===== src/rtl/gsar_pkg.sv =====
`timescale 1ns / 1ps
package gsar_pkg;

  // Channel count and fixed field widths
  localparam int NCH        = 3;
  localparam int SAMPLE_W   = 12;
  localparam int AVG_W      = 12;
  localparam int RES_W      = 32;
  localparam int LOAD_W     = 20;
  localparam int FS_W       = 17;
  localparam int CFG_IDX_W  = 1;
  localparam int CFG_DATA_W = 20;

  // Divider operand widths
  localparam int DIV_N_W = 32;
  localparam int DIV_D_W = 17;

  // Configuration register indexes
  localparam logic [CFG_IDX_W-1:0] REG_LOAD = 1'd0;
  localparam logic [CFG_IDX_W-1:0] REG_FS   = 1'd1;

  localparam logic [RES_W-1:0] RES_SAT = '1;

  typedef struct packed {
    logic [SAMPLE_W-1:0] sample_co;
    logic [SAMPLE_W-1:0] sample_no2;
    logic [SAMPLE_W-1:0] sample_nh3;
  } in_item_t;

  typedef struct packed {
    logic [AVG_W-1:0] average_co;
    logic [AVG_W-1:0] average_no2;
    logic [AVG_W-1:0] average_nh3;
    logic [RES_W-1:0] resistance_co;
    logic [RES_W-1:0] resistance_no2;
    logic [RES_W-1:0] resistance_nh3;
    logic [NCH-1:0]   saturated_mask;
  } out_item_t;

  typedef enum logic [2:0] {
    B_IDLE,
    B_AVG,
    B_MUL,
    B_CHECK,
    B_RES_WAIT,
    B_OUT
  } back_state_t;

endpackage


===== src/rtl/gas_sensor_avg_resistance.sv =====
`timescale 1ns / 1ps
// Path: an accepted item passes the front and the middle queue, then each channel in turn
//   goes through the back sequencer, and the result is loaded into the result queue.
// The back sequencer works on one item at a time and shares one radix-4 divider among the
//   channels; a saturated channel skips its division.
// Reset: synchronous, active low; sums, write index and ring valid bits clear at once,
//   configuration returns to 10000 ohms load and 4096 full scale.
module gas_sensor_avg_resistance
  import gsar_pkg::*;
#(
  parameter int WINDOW   = 16,
  parameter int ADC_BITS = 12
) (
  input  logic                  clk,
  input  logic                  rst_n,
  input  logic                  in_push,
  input  in_item_t              in_item,
  output logic                  in_full,
  output logic                  out_empty,
  input  logic                  out_pop,
  output out_item_t             out_item,
  input  logic                  cfg_we,
  input  logic [CFG_IDX_W-1:0]  cfg_index,
  input  logic [CFG_DATA_W-1:0] cfg_data
);

  localparam int KEEP  = (ADC_BITS < SAMPLE_W) ? ADC_BITS : SAMPLE_W;
  localparam int SUM_W = KEEP + $clog2(WINDOW);
  localparam int MID_W = NCH * SUM_W;
  localparam int OUT_W = $bits(out_item_t);

  logic [LOAD_W-1:0]         load_r;
  logic [FS_W-1:0]           fs_r;
  logic                      accept;
  logic                      front_busy;
  logic                      mid_push, mid_pop, mid_full, mid_empty;
  logic [NCH-1:0][SUM_W-1:0] front_sums;
  logic [MID_W-1:0]          mid_rdata;
  logic                      res_push, res_full;
  out_item_t                 res_data;
  logic [OUT_W-1:0]          out_rdata;

  // Configuration registers
  always_ff @(posedge clk) begin
    if (!rst_n) begin
      load_r <= LOAD_W'(10000);
      fs_r   <= FS_W'(4096);
    end else if (cfg_we) begin
      unique case (cfg_index)
        REG_LOAD: load_r <= cfg_data[LOAD_W-1:0];
        REG_FS:   fs_r   <= cfg_data[FS_W-1:0];
        default:  ;
      endcase
    end
  end

  assign in_full = front_busy || mid_full;
  assign accept  = in_push && !in_full;

  // Front: ring and running sums
  gsar_front #(
    .WINDOW (WINDOW),
    .KEEP   (KEEP),
    .SUM_W  (SUM_W)
  ) u_front (
    .clk      (clk),
    .rst_n    (rst_n),
    .accept   (accept),
    .item     (in_item),
    .mid_full (mid_full),
    .busy     (front_busy),
    .mid_push (mid_push),
    .mid_sums (front_sums)
  );

  // Decouple front and back
  gsar_queue #(
    .WIDTH (MID_W),
    .DEPTH (2)
  ) u_mid_q (
    .clk   (clk),
    .rst_n (rst_n),
    .push  (mid_push),
    .wdata (front_sums),
    .full  (mid_full),
    .pop   (mid_pop),
    .rdata (mid_rdata),
    .empty (mid_empty)
  );

  // Back: averages and resistances
  gsar_back #(
    .WINDOW (WINDOW),
    .SUM_W  (SUM_W)
  ) u_back (
    .clk        (clk),
    .rst_n      (rst_n),
    .load_res   (load_r),
    .full_scale (fs_r),
    .mid_empty  (mid_empty),
    .mid_sums   (mid_rdata),
    .mid_pop    (mid_pop),
    .out_full   (res_full),
    .out_push   (res_push),
    .out_data   (res_data)
  );

  // Result queue towards the consumer
  gsar_queue #(
    .WIDTH (OUT_W),
    .DEPTH (2)
  ) u_out_q (
    .clk   (clk),
    .rst_n (rst_n),
    .push  (res_push),
    .wdata (res_data),
    .full  (res_full),
    .pop   (out_pop),
    .rdata (out_rdata),
    .empty (out_empty)
  );

  assign out_item = out_item_t'(out_rdata);

endmodule


===== src/rtl/gsar_queue.sv =====
`timescale 1ns / 1ps
module gsar_queue #(
  parameter int WIDTH = 8,
  parameter int DEPTH = 2
) (
  input  logic             clk,
  input  logic             rst_n,
  input  logic             push,
  input  logic [WIDTH-1:0] wdata,
  output logic             full,
  input  logic             pop,
  output logic [WIDTH-1:0] rdata,
  output logic             empty
);

  localparam int PTR_W = (DEPTH > 1) ? $clog2(DEPTH) : 1;
  localparam int CNT_W = $clog2(DEPTH + 1);

  logic [WIDTH-1:0] mem_r [DEPTH];
  logic [PTR_W-1:0] wr_ptr_r, rd_ptr_r;
  logic [CNT_W-1:0] count_r;
  logic             do_push, do_pop;

  assign full    = (count_r == CNT_W'(DEPTH));
  assign empty   = (count_r == '0);
  assign do_push = push && !full;
  assign do_pop  = pop && !empty;
  assign rdata   = mem_r[rd_ptr_r];

  // Store an entry on push
  always_ff @(posedge clk) begin
    if (do_push) begin
      mem_r[wr_ptr_r] <= wdata;
    end
  end

  // Advance pointers and occupancy
  always_ff @(posedge clk) begin
    if (!rst_n) begin
      wr_ptr_r <= '0;
      rd_ptr_r <= '0;
      count_r  <= '0;
    end else begin
      if (do_push) begin
        wr_ptr_r <= (wr_ptr_r == PTR_W'(DEPTH - 1)) ? '0 : wr_ptr_r + 1'b1;
      end
      if (do_pop) begin
        rd_ptr_r <= (rd_ptr_r == PTR_W'(DEPTH - 1)) ? '0 : rd_ptr_r + 1'b1;
      end
      if (do_push && !do_pop) begin
        count_r <= count_r + 1'b1;
      end else if (do_pop && !do_push) begin
        count_r <= count_r - 1'b1;
      end
    end
  end

`ifndef NO_ASSERTIONS
  a_count_bound: assert property (@(posedge clk) disable iff (!rst_n)
    count_r <= CNT_W'(DEPTH))
    else $error("queue occupancy beyond depth");
`endif

endmodule


===== src/rtl/gsar_front.sv =====
`timescale 1ns / 1ps
module gsar_front
  import gsar_pkg::*;
#(
  parameter int WINDOW = 16,
  parameter int KEEP   = 12,
  parameter int SUM_W  = 16
) (
  input  logic                      clk,
  input  logic                      rst_n,
  input  logic                      accept,
  input  in_item_t                  item,
  input  logic                      mid_full,
  output logic                      busy,
  output logic                      mid_push,
  output logic [NCH-1:0][SUM_W-1:0] mid_sums
);

  localparam int IDX_W = (WINDOW > 1) ? $clog2(WINDOW) : 1;

  logic [NCH-1:0][KEEP-1:0]  ring_r [WINDOW];
  logic [WINDOW-1:0]         valid_r;
  logic [IDX_W-1:0]          wi_r;
  logic                      upd_r;
  logic [NCH-1:0][KEEP-1:0]  rd_r;
  logic                      old_valid_r;
  logic [NCH-1:0][KEEP-1:0]  samp_r;
  logic [NCH-1:0][SUM_W-1:0] sums_r;
  logic [NCH-1:0][SUM_W-1:0] sums_nxt;
  logic [NCH-1:0][KEEP-1:0]  old_samp;
  logic [NCH-1:0][KEEP-1:0]  new_samp;

  // Keep only the low ADC bits of each sample
  assign new_samp[0] = item.sample_co[KEEP-1:0];
  assign new_samp[1] = item.sample_no2[KEEP-1:0];
  assign new_samp[2] = item.sample_nh3[KEEP-1:0];

  // Replace the oldest sample in each running sum
  always_comb begin
    old_samp = old_valid_r ? rd_r : '0;
    for (int c = 0; c < NCH; c++) begin
      sums_nxt[c] = sums_r[c] + SUM_W'(samp_r[c]) - SUM_W'(old_samp[c]);
    end
  end

  assign busy     = upd_r;
  assign mid_push = upd_r;
  assign mid_sums = sums_nxt;

  // Read the oldest slot on accept, overwrite it on the following cycle
  always_ff @(posedge clk) begin
    if (accept) begin
      rd_r        <= ring_r[wi_r];
      old_valid_r <= valid_r[wi_r];
      samp_r      <= new_samp;
    end
    if (upd_r) begin
      ring_r[wi_r] <= samp_r;
    end
  end

  // Hold sums, slot index and slot valid bits
  always_ff @(posedge clk) begin
    if (!rst_n) begin
      upd_r   <= 1'b0;
      valid_r <= '0;
      wi_r    <= '0;
      sums_r  <= '0;
    end else begin
      upd_r <= accept;
      if (upd_r) begin
        valid_r[wi_r] <= 1'b1;
        wi_r          <= (wi_r == IDX_W'(WINDOW - 1)) ? '0 : wi_r + 1'b1;
        sums_r        <= sums_nxt;
      end
    end
  end

`ifndef NO_ASSERTIONS
  a_mid_room: assert property (@(posedge clk) disable iff (!rst_n)
    upd_r |-> !mid_full)
    else $error("front update with no room in the middle queue");
`endif

endmodule


===== src/rtl/gsar_divider.sv =====
`timescale 1ns / 1ps
module gsar_divider
  import gsar_pkg::*;
(
  input  logic               clk,
  input  logic               rst_n,
  input  logic               start,
  input  logic [DIV_N_W-1:0] dividend,
  input  logic [DIV_D_W-1:0] divisor,
  output logic               done,
  output logic [DIV_N_W-1:0] quotient
);

  localparam int STEPS = DIV_N_W / 2;
  localparam int CNT_W = $clog2(STEPS);

  logic [DIV_D_W:0]   rem_r;
  logic [DIV_N_W-1:0] q_r;
  logic [DIV_D_W-1:0] d_r;
  logic [CNT_W-1:0]   cnt_r;
  logic               busy_r;
  logic               done_r;
  logic [DIV_D_W:0]   r1, r2;
  logic               b1, b2;

  // Two restoring steps per cycle
  always_comb begin
    r1 = {rem_r[DIV_D_W-1:0], q_r[DIV_N_W-1]};
    b1 = (r1 >= {1'b0, d_r});
    if (b1) begin
      r1 = r1 - {1'b0, d_r};
    end
    r2 = {r1[DIV_D_W-1:0], q_r[DIV_N_W-2]};
    b2 = (r2 >= {1'b0, d_r});
    if (b2) begin
      r2 = r2 - {1'b0, d_r};
    end
  end

  assign done     = done_r;
  assign quotient = q_r;

  // Shift dividend out and quotient bits in
  always_ff @(posedge clk) begin
    if (start) begin
      rem_r <= '0;
      q_r   <= dividend;
      d_r   <= divisor;
    end else if (busy_r) begin
      rem_r <= r2;
      q_r   <= {q_r[DIV_N_W-3:0], b1, b2};
    end
  end

  // Count iterations and flag completion
  always_ff @(posedge clk) begin
    if (!rst_n) begin
      busy_r <= 1'b0;
      done_r <= 1'b0;
      cnt_r  <= '0;
    end else begin
      done_r <= 1'b0;
      if (start) begin
        busy_r <= 1'b1;
        cnt_r  <= '0;
      end else if (busy_r) begin
        cnt_r <= cnt_r + 1'b1;
        if (cnt_r == CNT_W'(STEPS - 1)) begin
          busy_r <= 1'b0;
          done_r <= 1'b1;
        end
      end
    end
  end

`ifndef NO_ASSERTIONS
  a_start_idle: assert property (@(posedge clk) disable iff (!rst_n)
    start |-> !busy_r)
    else $error("divider started while busy");
  a_done_after_busy: assert property (@(posedge clk) disable iff (!rst_n)
    done_r |-> ($past(busy_r) && !busy_r))
    else $error("divider done without a run");
`endif

endmodule


===== src/rtl/gsar_back.sv =====
`timescale 1ns / 1ps
module gsar_back
  import gsar_pkg::*;
#(
  parameter int WINDOW = 16,
  parameter int SUM_W  = 16
) (
  input  logic                      clk,
  input  logic                      rst_n,
  input  logic [LOAD_W-1:0]         load_res,
  input  logic [FS_W-1:0]           full_scale,
  input  logic                      mid_empty,
  input  logic [NCH-1:0][SUM_W-1:0] mid_sums,
  output logic                      mid_pop,
  input  logic                      out_full,
  output logic                      out_push,
  output out_item_t                 out_data
);

  localparam bit POW2 = ((WINDOW & (WINDOW - 1)) == 0);
  localparam int SH   = $clog2(WINDOW);

  // Reciprocal of WINDOW, exact for every sum below 2**SUM_W
  localparam int              RCP_S    = SUM_W + SH;
  localparam int              RCP_W    = SUM_W + 2;
  localparam longint unsigned RCP_FULL =
    ((64'd1 << RCP_S) + 64'(WINDOW) - 64'd1) / 64'(WINDOW);
  localparam logic [RCP_W-1:0] RCP_M   = RCP_W'(RCP_FULL);

  back_state_t                state_r, state_nxt;
  logic [1:0]                 ch_r;
  logic [AVG_W-1:0]           avg_r;
  logic [NCH-1:0][AVG_W-1:0]  avgs_r;
  logic [NCH-1:0][RES_W-1:0]  res_r;
  logic [NCH-1:0]             mask_r;
  logic [DIV_N_W-1:0]         prod_r;
  logic [DIV_D_W-1:0]         den_r;
  logic                       sat_r;
  logic                       last_ch;
  logic                       div_start;
  logic                       div_done;
  logic [DIV_N_W-1:0]         div_num;
  logic [DIV_D_W-1:0]         div_den;
  logic [DIV_N_W-1:0]         div_q;
  logic [SUM_W+RCP_W-1:0]     avg_prod;

  assign last_ch = (ch_r == 2'(NCH - 1));

  // Scale the sum by the reciprocal of the window length
  assign avg_prod = (SUM_W+RCP_W)'(mid_sums[ch_r]) * (SUM_W+RCP_W)'(RCP_M);

  // Divider for the resistance
  gsar_divider u_div (
    .clk      (clk),
    .rst_n    (rst_n),
    .start    (div_start),
    .dividend (div_num),
    .divisor  (div_den),
    .done     (div_done),
    .quotient (div_q)
  );

  // Next state
  always_comb begin
    state_nxt = state_r;
    unique case (state_r)
      B_IDLE:     if (!mid_empty) state_nxt = B_AVG;
      B_AVG:      state_nxt = B_MUL;
      B_MUL:      state_nxt = B_CHECK;
      B_CHECK: begin
        if (sat_r) begin
          state_nxt = last_ch ? B_OUT : B_AVG;
        end else begin
          state_nxt = B_RES_WAIT;
        end
      end
      B_RES_WAIT: if (div_done) state_nxt = last_ch ? B_OUT : B_AVG;
      B_OUT:      if (!out_full) state_nxt = B_IDLE;
      default:    state_nxt = B_IDLE;
    endcase
  end

  // Outputs of the sequencer
  always_comb begin
    div_start = 1'b0;
    div_num   = prod_r;
    div_den   = den_r;
    mid_pop   = 1'b0;
    out_push  = 1'b0;
    unique case (state_r)
      B_CHECK: div_start = !sat_r;
      B_OUT: begin
        mid_pop  = !out_full;
        out_push = !out_full;
      end
      default: ;
    endcase
  end

  // Assemble the result transaction
  always_comb begin
    out_data.average_co     = avgs_r[0];
    out_data.average_no2    = avgs_r[1];
    out_data.average_nh3    = avgs_r[2];
    out_data.resistance_co  = res_r[0];
    out_data.resistance_no2 = res_r[1];
    out_data.resistance_nh3 = res_r[2];
    out_data.saturated_mask = mask_r;
  end

  // Channel datapath registers
  always_ff @(posedge clk) begin
    unique case (state_r)
      B_AVG: begin
        if (POW2) begin
          avg_r <= AVG_W'(mid_sums[ch_r] >> SH);
        end else begin
          avg_r <= AVG_W'(avg_prod >> RCP_S);
        end
      end
      B_MUL: begin
        prod_r       <= DIV_N_W'(avg_r) * DIV_N_W'(load_res);
        sat_r        <= (FS_W'(avg_r) >= full_scale);
        den_r        <= DIV_D_W'(full_scale - FS_W'(avg_r));
        avgs_r[ch_r] <= avg_r;
      end
      B_CHECK: begin
        mask_r[ch_r] <= sat_r;
        if (sat_r) begin
          res_r[ch_r] <= RES_SAT;
        end
      end
      B_RES_WAIT: begin
        if (div_done) begin
          res_r[ch_r] <= div_q;
        end
      end
      default: ;
    endcase
  end

  // Hold state and channel counter
  always_ff @(posedge clk) begin
    if (!rst_n) begin
      state_r <= B_IDLE;
      ch_r    <= '0;
    end else begin
      state_r <= state_nxt;
      if (state_r == B_IDLE) begin
        ch_r <= '0;
      end else if ((state_r == B_CHECK && sat_r) || (state_r == B_RES_WAIT && div_done)) begin
        ch_r <= last_ch ? '0 : ch_r + 1'b1;
      end
    end
  end

`ifndef NO_ASSERTIONS
  a_push_room: assert property (@(posedge clk) disable iff (!rst_n)
    out_push |-> (!out_full && !mid_empty))
    else $error("result pushed without room or source");
  a_ch_range: assert property (@(posedge clk) disable iff (!rst_n)
    ch_r <= 2'(NCH - 1))
    else $error("channel counter out of range");
`endif

endmodule

===== config.mk =====
export PLATFORM = sky130hd
export DESIGN_NAME = gas_sensor_avg_resistance
export DESIGN_NICKNAME = d
export VERILOG_FILES = /design/src/rtl/gsar_pkg.sv /design/src/rtl/gas_sensor_avg_resistance.sv /design/src/rtl/gsar_queue.sv /design/src/rtl/gsar_front.sv /design/src/rtl/gsar_divider.sv /design/src/rtl/gsar_back.sv
export SDC_FILE = /design/constraint.sdc
export NUM_CORES = 2
export LEC_CHECK = 0
export ABC_AREA = 1
export BUFFER_PORTS_ARGS = -buffer_cell sky130_fd_sc_hd__buf_2
export CELL_PAD_IN_SITES_DETAIL_PLACEMENT = 0
export CELL_PAD_IN_SITES_GLOBAL_PLACEMENT = 2
export CORE_MARGIN = 2
export CORE_UTILIZATION = 46
export DETAILED_ROUTE_END_ITERATION = 8
export GPL_TIMING_DRIVEN = 0
export PLACE_DENSITY = 0.85
export SLEW_MARGIN = 20
export SYNTH_ARGS = -nofsm -noshare
export SYNTH_HDL_FRONTEND = slang
export SYNTH_SLANG_ARGS = --single-unit

===== constraint.sdc =====
create_clock -name clk -period 11.2 [get_ports clk]
set_input_delay 0.56 -clock clk [delete_from_list [all_inputs] [get_ports clk]]
set_output_delay 0.56 -clock clk [all_outputs]
set_load 0.03 [all_outputs]

==> key figures <==
Synthesis
  – Register area share after synthesis: 61.2%
  – Cells after Synth: 5818
  – Fraction of registers with async set/reset: 0%
  – Primary FF master, synth: edfxtp_1
  – Mean Syn Cell Area: 11.2 um2
  – Unique masters post-synth: 50
  – Syn nets: ~6300
  – Post-synth EDFFs: approximately 1200
  – Synth Cell Area: approximately 65000 um2
  – Synth warnings: 0
  – Yosys reg bits: 1381

Run status
  – Run status: complete, no violations

Setup path
  – Critical R2R Launch: u_back.avg_r[6]
  – CP required: 11.70 ns
  – Crit path launch: u_back.avg_r[6]
  – CP max stage delay: 0.92 ns
  – Critical path type: reg -> reg
  – CP delay by family, top: adder cells
  – RR Endpoint: u_back.div_num[28]
  – CP Capture Type: register
  – CP bufs+invs: 4
  – Worst path most repeated cell: nand2_1
  – Slowest CP cell: edfxtp_1
  – Stages on worst setup path: 21
  – Startpoint class of the critical path: register
  – Worst R2R Path Depth: 21
  – Critical Path AT: ~7.4 ns
  – Crit-path max FO: 10
  – Reg2reg setup slack: 4.33 ns
  – Critical path destination: u_back.div_num[28]
  – Worst-path cell chain: clkbuf_1, nand2_1, fa_1, inv_1, fa_1, fa_1, fa_1, inv_1, fa_1, inv_1, ha_1, nand2_1, nor2_1, nor3b_1, nand3_1, nand3_1, nand2_1, nand2_1, nand2_1, nand2_1, xor2_1

Finish
  – Layout cells sized above 1: 10.5%
  – Area growth syn-to-layout: 15.0%
  – Inserted Diodes: 0
  – Final nets: 6706
  – Cell area after layout: about 75000 um2
  – Fillcell total: 12338

STA
  – Final hold vios: 0
  – Slew @ Worst Pin: 1.18 ns
  – # setup viols final: 0
  – Final hold slack: 0.0357 ns
  – Setup slack after layout: 4.33 ns
  – Post-route minimum period: 6.87 ns
  – Setup TNS: 0 ns
  – Period utilisation layout: 61.3%
  – Max-slew violation count: 0
  – Rel. slew slack: 21.3%
  – Clk_skew: between 0.06 and 0.07 ns
  – Unrepaired setup endpoints after global routing: no
  – Fmax: 0.146 GHz

Job
  – Max cap viols: 0

Floorplan
  – Core area: 141000 um2
  – Die ar.: around 150000 um2
  – Die Y: 381 um
  – Initial core utilization: 46.3%
  – # IOs: approximately 200
  – Rows: 138
  – Die width: about 380 um

Global routing
  – Met2 usage: 39.7%
  – Largest net degree at the start of global routing: 33
  – Vias in the first global route: approximately 43000
  – First-pass GRT wire length: ~280 mm
  – Total GRT Usage: 25.6%
  – Grt peak-use layer: met2
  – GR met3 Demand/Resource: 4.29%
  – Initial antenna violation count: 6
  – Met1 Use GR: 37.5%
  – Grt total ovfl: 0

Power and ir drop
  – VDD IR max: 0.317 mV
  – Sequential share of power: 38.8%
  – Power share of the combinational group: 31.4%
  – Internal power: 10.4 mW
  – Leakage: 29.7 nW
  – Sw Ratio: 35.2%
  – PwrDens: 214 nW/um2
  – Clk pwr share: 29.8%
  – NetSw: roughly 5.7 mW

Placement
  – DP HPWL: 139 mm
  – Placed instance area: 70200 um2
  – Post-Place Worst Slack: around 4.4 ns
  – RePlAce Congestion: between 0.8 and 0.9
  – Port Buf Inserts: 197

Clock tree
  – CTS sink count: about 1400
  – Clock Pin Slew Worst Setup and Hold Paths: ~0.060 ns
  – Clock Tree Buf Depth: 3
  – Insertion delay to the later sink of the worst-skew pair: 0.78 ns
  – Root buffer cell: clkbuf_16
  – CTS Buf Count: 147
  – CTS tree: yes
  – Htree depth: 4

Drt
  – Vias post-DR: ~44000
  – Initial DRC count: ~4300
  – Total wire length: ~190 mm
  – Post-route antenna net violation count: 0
  – Wire per inst: about 23 um
  – DR vias/cell: 5.34
  – First-pass DRT Iterations: 5
  – Drt drc: 0

Worst hold path
  – Worst hold path class: in -> reg
==> power by group through the flow <==
stage / clock (mW) / combinational (mW) / sequential [mW]
final: 4.80 / 5.05 / 6.25
after CTS: 4.87 / 4.98 / 6.25
after detailed placement: 0 / 4.95 / 6.35
after floorplan: 0 / 3.32 / 6.23
after global placement: 0 / 4.92 / 6.36
after global routing: 5.07 / 5.62 / 6.26
==> placed cells by master, fill, tap and decap left out, types with 42 or more instances in the layout <==
cell       count
ha_1         171
fa_1         219
inv_1        769
clkbuf_16    147
nand4_1       66
dfxtp_1      144
buf_2        209
o22ai_1      148
nand3_1       99
mux2_2       135
xor2_1        57
a21oi_1      204
o21ai_0      617
clkbuf_1     262
edfxtp_1    1237
nor2_1       577
xnor2_1       42
nand2_1      907
==> kinds of logic (layout without fill, tap and decap cells) <==
family | Yosys count | count (layout) | synth area share, %
AOI/OAI and AO/OA | 1036 | 1036 | 8.50
buffers and inverters | 1041 | 1593 | 6.01
and+or+nand+nor | 1736 | 1736 | 10.7
DFF | 1381 | 1381 | 61.2
muxes | 135 | 135 | 2.32
xor gates and xnor gates | 99 | 99 | 1.32
adders and majority gates | 390 | 390 | 9.97
==> flip-flops by register name (all words and copies together) (netlist names), 20 cells and up, named ones only <==
| register | cells |
|---|---|
| u_front.samp_r | 36 |
| u_back.u_div.quotient | 32 |
| u_front.ring_r | 576 |
| u_front.rd_r | 36 |
| load_r | 20 |
| u_back.out_data | 132 |
| u_front.sums_r | 48 |
| u_back.div_num | 32 |
| u_out_q.mem_r | 270 |
| u_mid_q.mem_r | 72 |
==> cells in the mapped netlist, types with 9 or more instances <==
| master | number | area, um2 |
|---|---|---|
| nor3_1 | 21 | 105 |
| clkbuf_1 | 229 | 860 |
| xor2_1 | 57 | 499 |
| o221ai_1 | 12 | 105 |
| nand4_1 | 66 | 413 |
| a21oi_1 | 204 | 1020 |
| fa_1 | 219 | 4380 |
| edfxtp_1 | 1237 | 37100 |
| ha_1 | 171 | 2140 |
| a21o_1 | 11 | 82.6 |
| o22ai_1 | 148 | 926 |
| nand3_1 | 99 | 495 |
| nor2_1 | 599 | 2250 |
| buf_2 | 12 | 60.1 |
| mux2_2 | 135 | 1520 |
| inv_2 | 9 | 33.8 |
| dfxtp_1 | 144 | 2880 |
| o21bai_1 | 14 | 105 |
| nand2_1 | 907 | 3400 |
| xnor2_1 | 42 | 368 |
| inv_1 | 770 | 2890 |
| o21ai_0 | 621 | 3110 |
| buf_1 | 19 | 71.3 |
| nand3b_1 | 21 | 158 |
==> what timing repair did <==
item / CTS / global route
setup buffers: 0 / 0
hold endpoints to repair: 35 / 0
hold buffers: 35 / 0
resized for setup: 0 / 0
==> per-layer routing <==
metal / vias up / routed length [um] / part of all wire (%)
met5: - / 0 / 0
met4: 0 / 4070 / 2.2
met3: 233 / 14100 / 7.6
met2: 1614 / 84100 / 45
met1: 21673 / 83800 / 45
li1: 20616 / - / -
==> area by class of cell <==
type	count	area [um2]	area share, %
inverter	779	2920	3.88
clock buffer	187	3860	5.13
timing repair buffer	287	2480	3.30
tap	1890	2360	3.14
buffer	262	1010	1.35
multi-input combinational	3396	21700	28.8
sequential	1381	40000	53.2
clock inverter	78	916	1.22
==> stage by stage <==
step / std cells / total power [mW] / utilization [%]
finish: 8260 / 16.1 / 53.2
global route: 8260 / 17.0 / 53.2
CTS: 8260 / 16.1 / 53.2
detailed placement: 7960 / 11.3 / 49.6
global placement: 7905 / 11.3 / 48.7
floorplan: 5818 / 9.55 / -
==> how the worst min path moves through the flow <==
| stage | from | end | cells after the start |
|---|---|---|---|
| finish | in_item[6] | u_front.samp_r[30] | 1 |
| global route | in_item[9] | u_front.samp_r[33] | 1 |
| CTS | cfg_data[13] | load_r[13] | 3 |
| detailed placement | u_back.den_r[1] | u_back.u_div.d_r[1] | 0 |
| global placement | u_back.den_r[1] | u_back.u_div.d_r[1] | 0 |
| floorplan | u_back.den_r[0] | u_back.u_div.d_r[0] | 0 |
Power figures use the tool's default switching activity.
